File: src/rtl/core/bucketed_word_lookup_unit_macros.svh
// Assertion macros for the bucketed word lookup unit.
`ifndef BUCKETED_WORD_LOOKUP_UNIT_MACROS_SVH
`define BUCKETED_WORD_LOOKUP_UNIT_MACROS_SVH

// Same-cycle implication, clocked on clk_i, off while rst_ni is low.
`define BWL_ASSERT_NOW(lbl, ante, cons, msg) \
  lbl: assert property (@(posedge clk_i) disable iff (!rst_ni) (ante) |-> (cons)) \
    else $error(msg);

// Next-cycle implication, clocked on clk_i, off while rst_ni is low.
`define BWL_ASSERT_NEXT(lbl, ante, cons, msg) \
  lbl: assert property (@(posedge clk_i) disable iff (!rst_ni) (ante) |=> (cons)) \
    else $error(msg);

`endif

File: src/rtl/core/bwl_ram.sv
// Generic single-write, single-read RAM with registered read data.
module bwl_ram #(
  parameter int unsigned WIDTH = 8,
  parameter int unsigned DEPTH = 256
) (
  input  logic                     clk_i,
  input  logic                     we_i,
  input  logic [$clog2(DEPTH)-1:0] waddr_i,
  input  logic [WIDTH-1:0]         wdata_i,
  input  logic [$clog2(DEPTH)-1:0] raddr_i,
  output logic [WIDTH-1:0]         rdata_o
);

  logic [WIDTH-1:0] mem_q [DEPTH];
  logic [WIDTH-1:0] rdata_q;

  always_ff @(posedge clk_i) begin
    if (we_i) begin
      mem_q[waddr_i] <= wdata_i;
    end
    rdata_q <= mem_q[raddr_i];
  end

  assign rdata_o = rdata_q;

endmodule

File: config.mk
export PLATFORM = sky130hd
export DESIGN_NAME = bwl_ram
export DESIGN_NICKNAME = d
export VERILOG_FILES = /design/src/rtl/core/bucketed_word_lookup_unit_macros.svh /design/src/rtl/core/bwl_ram.sv
export SDC_FILE = /design/constraint.sdc
export NUM_CORES = 2
export LEC_CHECK = 0
export ABC_AREA = 0
export BUFFER_PORTS_ARGS = -buffer_cell sky130_fd_sc_hd__buf_2
export CORE_MARGIN = 2
export CORE_UTILIZATION = 35
export CTS_BUF_LIST = sky130_fd_sc_hd__clkbuf_16
export DETAILED_ROUTE_END_ITERATION = 10
export GPL_TIMING_DRIVEN = 1
export SKIP_LAST_GASP = 1
export SYNTH_ARGS = -nofsm -noshare
export SYNTH_HDL_FRONTEND = slang
export SYNTH_SLANG_ARGS = --single-unit
File: constraint.sdc
create_clock -name clk_i -period 5.6 [get_ports clk_i]
set_input_delay 0.56 -clock clk_i [delete_from_list [all_inputs] [get_ports clk_i]]
set_output_delay 0.56 -clock clk_i [all_outputs]
set_load 0.05 [all_outputs]
---- Word level (Yosys, flattened, before mapping) ----
Memory sizes are Yosys's and may differ from the RTL's. A register that Yosys moved wholly into a read port is not among the register bits.
Cells that the tools add are included.
word-level totals
  register bits ........................... 0
  bits in latches ......................... 0
  memory bits (writable) .................. 2048
  memory bits (read-only) ................. 0
  bits of input ports ..................... 26
  output and inout bits ................... 8
  word-level logic and storage cells ...... 3
  memories ................................ 1
memory list
  memory  words  width  rd ports  clocked after Yosys merged registers in  wr ports  line           RTL
  mem_q   256    8      1         1                                        1         bwl_ram.sv:14  logic [WIDTH-1:0] mem_q [DEPTH];
operators by class
  add/sub/neg operators ................... 0
  multipliers ............................. 0
  div/mod/pow operators ................... 0
  magnitude comparators ................... 0
  equality and inequality tests ........... 0
  shift operators ......................... 0
  multiplexer cells ....................... 2
  bitwise gates (word level) .............. 0
  reduce and logical (&&, ||, !) cells .... 0
operators by type and width
  cell     number
  $mux W1  2

---- Depth between registers and ports, before layout ----
  word-level depth ........................ 2
  depth in mapped cells ................... 11
  depth with buffers taken out ............ 6

---- Least setup slack after synthesis ----
OpenSTA, ideal clock, no wires.
  path type ............................... input to register
  start ................................... input port raddr_i[0]
  end ..................................... register rdata_q[2], in the netlist rdata_o[2], read port of mem_q
  setup time .............................. 0.131 ns
  arrival time ............................ 2.367 ns
  data required time ...................... 5.469 ns
  path slack .............................. 3.102 ns
  stages .................................. 9
  path buffers ............................ 4
  path through ............................ buf_6 buf_12 buf_8 buf_2 mux4_2 a22oi_1 a21oi_1 nor4_1 nor4_2
RTL lines
  element             line           RTL
  start: declaration  bwl_ram.sv:10  input logic [$clog2(DEPTH)-1:0] raddr_i,
  end: declaration    bwl_ram.sv:15  logic [WIDTH-1:0] rdata_q;

==> flow_summary.ini <==
[timing]
tightest_slew_ps = 1390
final_hold_viol_count = 0
setup_violations = 0
drv_slew = 0
whs_ps = 131
fin_crit_sh_pct = 65.1
relSlewSlack_pct = 6.81
clock.fmax_ghz = 0.274
setup_tns_ps = 0
rsz0062_at_grt = false
final.setup_skew_ps = 55.2
fin_crit_ps = 3650

[clocking]
clkTransAtPathRegs_ps = 60
post-cts-setup-buffers = 0
clkLatencyLatePin_ps = 850
holdBufCountCts = 0
cts_tree = done
root_buffer = clkbuf_16
numCtsBuffers = 203
cts_resized = 0
clock_sinks = 2056
htreeDepth = 4
clock_path_buffers = 3

[drt]
viasPerCell = 5.49
drt_iter0_markers = 4443
final_antenna_net_count = 0
drc = 0
vias = 38500
first_pass_iters = 5
wl_um = 199000
wl_per_cell_um = 28.4

[layout]
final_layout_size_suffix_gt1_share_pct = 21.9
final_common_cell = edfxtp_1
mostFrequentLayoutCells = edfxtp_1 (2048), mux4_2 (454), nor2_1 (279)
final_nets = 3863
fin_util_pct = 39.5
areaGrowthSynthToFinish_pct = 12.5

[pwr]
swShare_pct = 22.0
p_comb_share_pct = 4.9
seqPwrFrac_pct = 53.9
leakage_uw = 0.0272
internal_power_uw = 24600
cellPowerDensity_mw_per_mm2 = 352
clkPwrFrac_pct = 41.2
switchingPower_uw = 6930
ir_drop_mv = 0.319

[logic_synthesis]
ys_async_sr_fraction_pct = 0
synthAdderAreaFrac_pct = 0
yosysUniqueCellTypes = 55
synth_xor_xnor_area_share_pct = 0
synthSimpleGateAreaFrac_pct = 2.63
syn_nets = 3759
ys_seq_elements = 2056
syn-cell-area_mm2 = 0.0796
synth_edf_count = 2048
ys.flop_type = edfxtp_1
synth-compound-area-share_pct = 3.42
syn_inst = 3733
yosysSeqAreaShare_pct = 77.5
synthMuxAreaShare_pct = 14.6
yosys_warnings = 0
synth_area_per_cell_um2 = 21.3
synth_top_family_by_area = multiplexers

[global_route]
track_usage_pct = 17.1
antenna_found_initial = 15
grt_overflow = 0
grt_pass1_vias = 38800
grt_max_degree = 205
grt_pass1_wl_um = 286000

[setup_path]
path_delay_family = compound AO/OA/AOI/OAI gates
cp.arrival_ps = 4310
worst-path-buf-inv = 2
worst-endpoint-required_ps = 6260
reg2reg_depth = 6
criticalPathCategory = primary input to register
slowest_delay_ps = 1000
r2r_start = mem_q[81][5]$_DFFE_PP_
cp_slowest_cell = nor3_1
end_kind = register
cp-start-kind = primary input
path_depth = 8
reg2reg_to = rdata_o[5]$_DFF_P_
r2r_setup_slack_ps = 2210
cp-endpoint = rdata_o[5]$_DFF_P_
cp_cell_sequence = buf_8 > buf_12 > mux4_2 > a22o_1 > a221oi_1 > o32ai_1 > nor3_1 > nor4_1
cp_max_fo = 81
worstSetupStartpoint = raddr_i[1]

[floorplanning]
fp.dieW_um = 481
initial_core_util_pct = 35.1
die_area_mm2 = 0.231
core_mm2 = 0.227
io_pins = 34
rows = 175
die_h_um = 481

[place]
numPortBuffers = 33
gp_congestion = 0.833
dpl.hpwl_um = 121000

[hold_path]
hp-class = primary input to register
hold_depth = 1

[flow_run]
maxCapViolations = 0

[run_status]
status = completed
[how the worst min path moves through the flow]
stage               start                      to  slack [ps]
3_5_place_dp   wdata_i[1]  mem_q[71][1]$_DFFE_PP_        1000
6_report       wdata_i[1]  mem_q[68][1]$_DFFE_PP_         130
2_1_floorplan  wdata_i[0]   mem_q[0][0]$_DFFE_PP_         660
4_1_cts        wdata_i[1]  mem_q[69][1]$_DFFE_PP_          90
5_1_grt        wdata_i[1]  mem_q[68][1]$_DFFE_PP_         110
3_3_place_gp   wdata_i[1]  mem_q[70][1]$_DFFE_PP_         980
[Yosys cell counts, drive strengths merged, types with 10 or more instances]
master | count | area (um^2)
nand2 | 33 | 124
a211oi | 16 | 120
o221ai | 47 | 418
nor3 | 22 | 110
a221oi | 14 | 129
nor2 | 282 | 1060
clkbuf | 111 | 417
a22oi | 133 | 998
nor4 | 27 | 188
o22ai | 28 | 175
o21ai | 12 | 60.1
nor2b | 31 | 194
o211ai | 10 | 75.1
mux2i | 134 | 1340
nand3 | 34 | 170
nand4 | 10 | 62.6
a21oi | 96 | 480
buf | 122 | 1030
mux4 | 456 | 10300
edfxtp | 2048 | 61500
[through the flow]
stage	power (uW)	cell area, um^2	cells	setup slack, ps
6_report	31500	89500	7020	1950
2_1_floorplan	18200	79600	3733	3100
3_3_place_gp	18900	83100	6641	1060
5_1_grt	32400	89500	7013	1910
3_5_place_dp	18900	83100	6641	1100
4_1_cts	31700	89500	7010	2000
[state kept, by name, indices dropped and copies added (netlist names)]
register  cells
rdata_o       8
mem_q      2048
[worst register-to-register path, stage by stage, from the launching register on]
cell and delay (ps):
edfxtp_1 360, mux4_2 470, a22o_1 270, a221oi_1 590, o32ai_1 320, nor3_1 1000, nor4_1 180
[power by group through the flow]
stage                     clock [uW]  combinational (uW)  sequential, uW
after floorplan                    0                 824           17300
after global placement             0                1560           17300
after detailed placement           0                1570           17300
after CTS                      13200                1570           17000
after global routing           13800                1640           17000
final                          13000                1560           17000
[cells by family after synthesis]
logic type | after synthesis
AOI/OAI and AO/OA | 385
buffers and inverters | 235
DFF | 2056
muxes | 591
and+or+nand+nor | 466
[per-layer routing]
| layer | global-route usage [%] | wire (um) |
|---|---|---|
| met4 | 5.32 | 6020 |
| met3 | 3.47 | 14800 |
| met1 | 23.8 | 83100 |
| met5 | 0 | 22 |
| met2 | 27.2 | 95200 |
[layout make-up]
class | count | area, um^2
antenna | 10 | 25.0
clock buffer | 203 | 5080
clock inverter | 166 | 1270
fill | 20000 | 137000
inverter | 2 | 7.51
multi-input combinational | 1442 | 16500
sequential | 2056 | 61700
tap | 3009 | 3760
timing repair buffer | 132 | 1210
No activity file was read; power rests on OpenSTA's default activity.
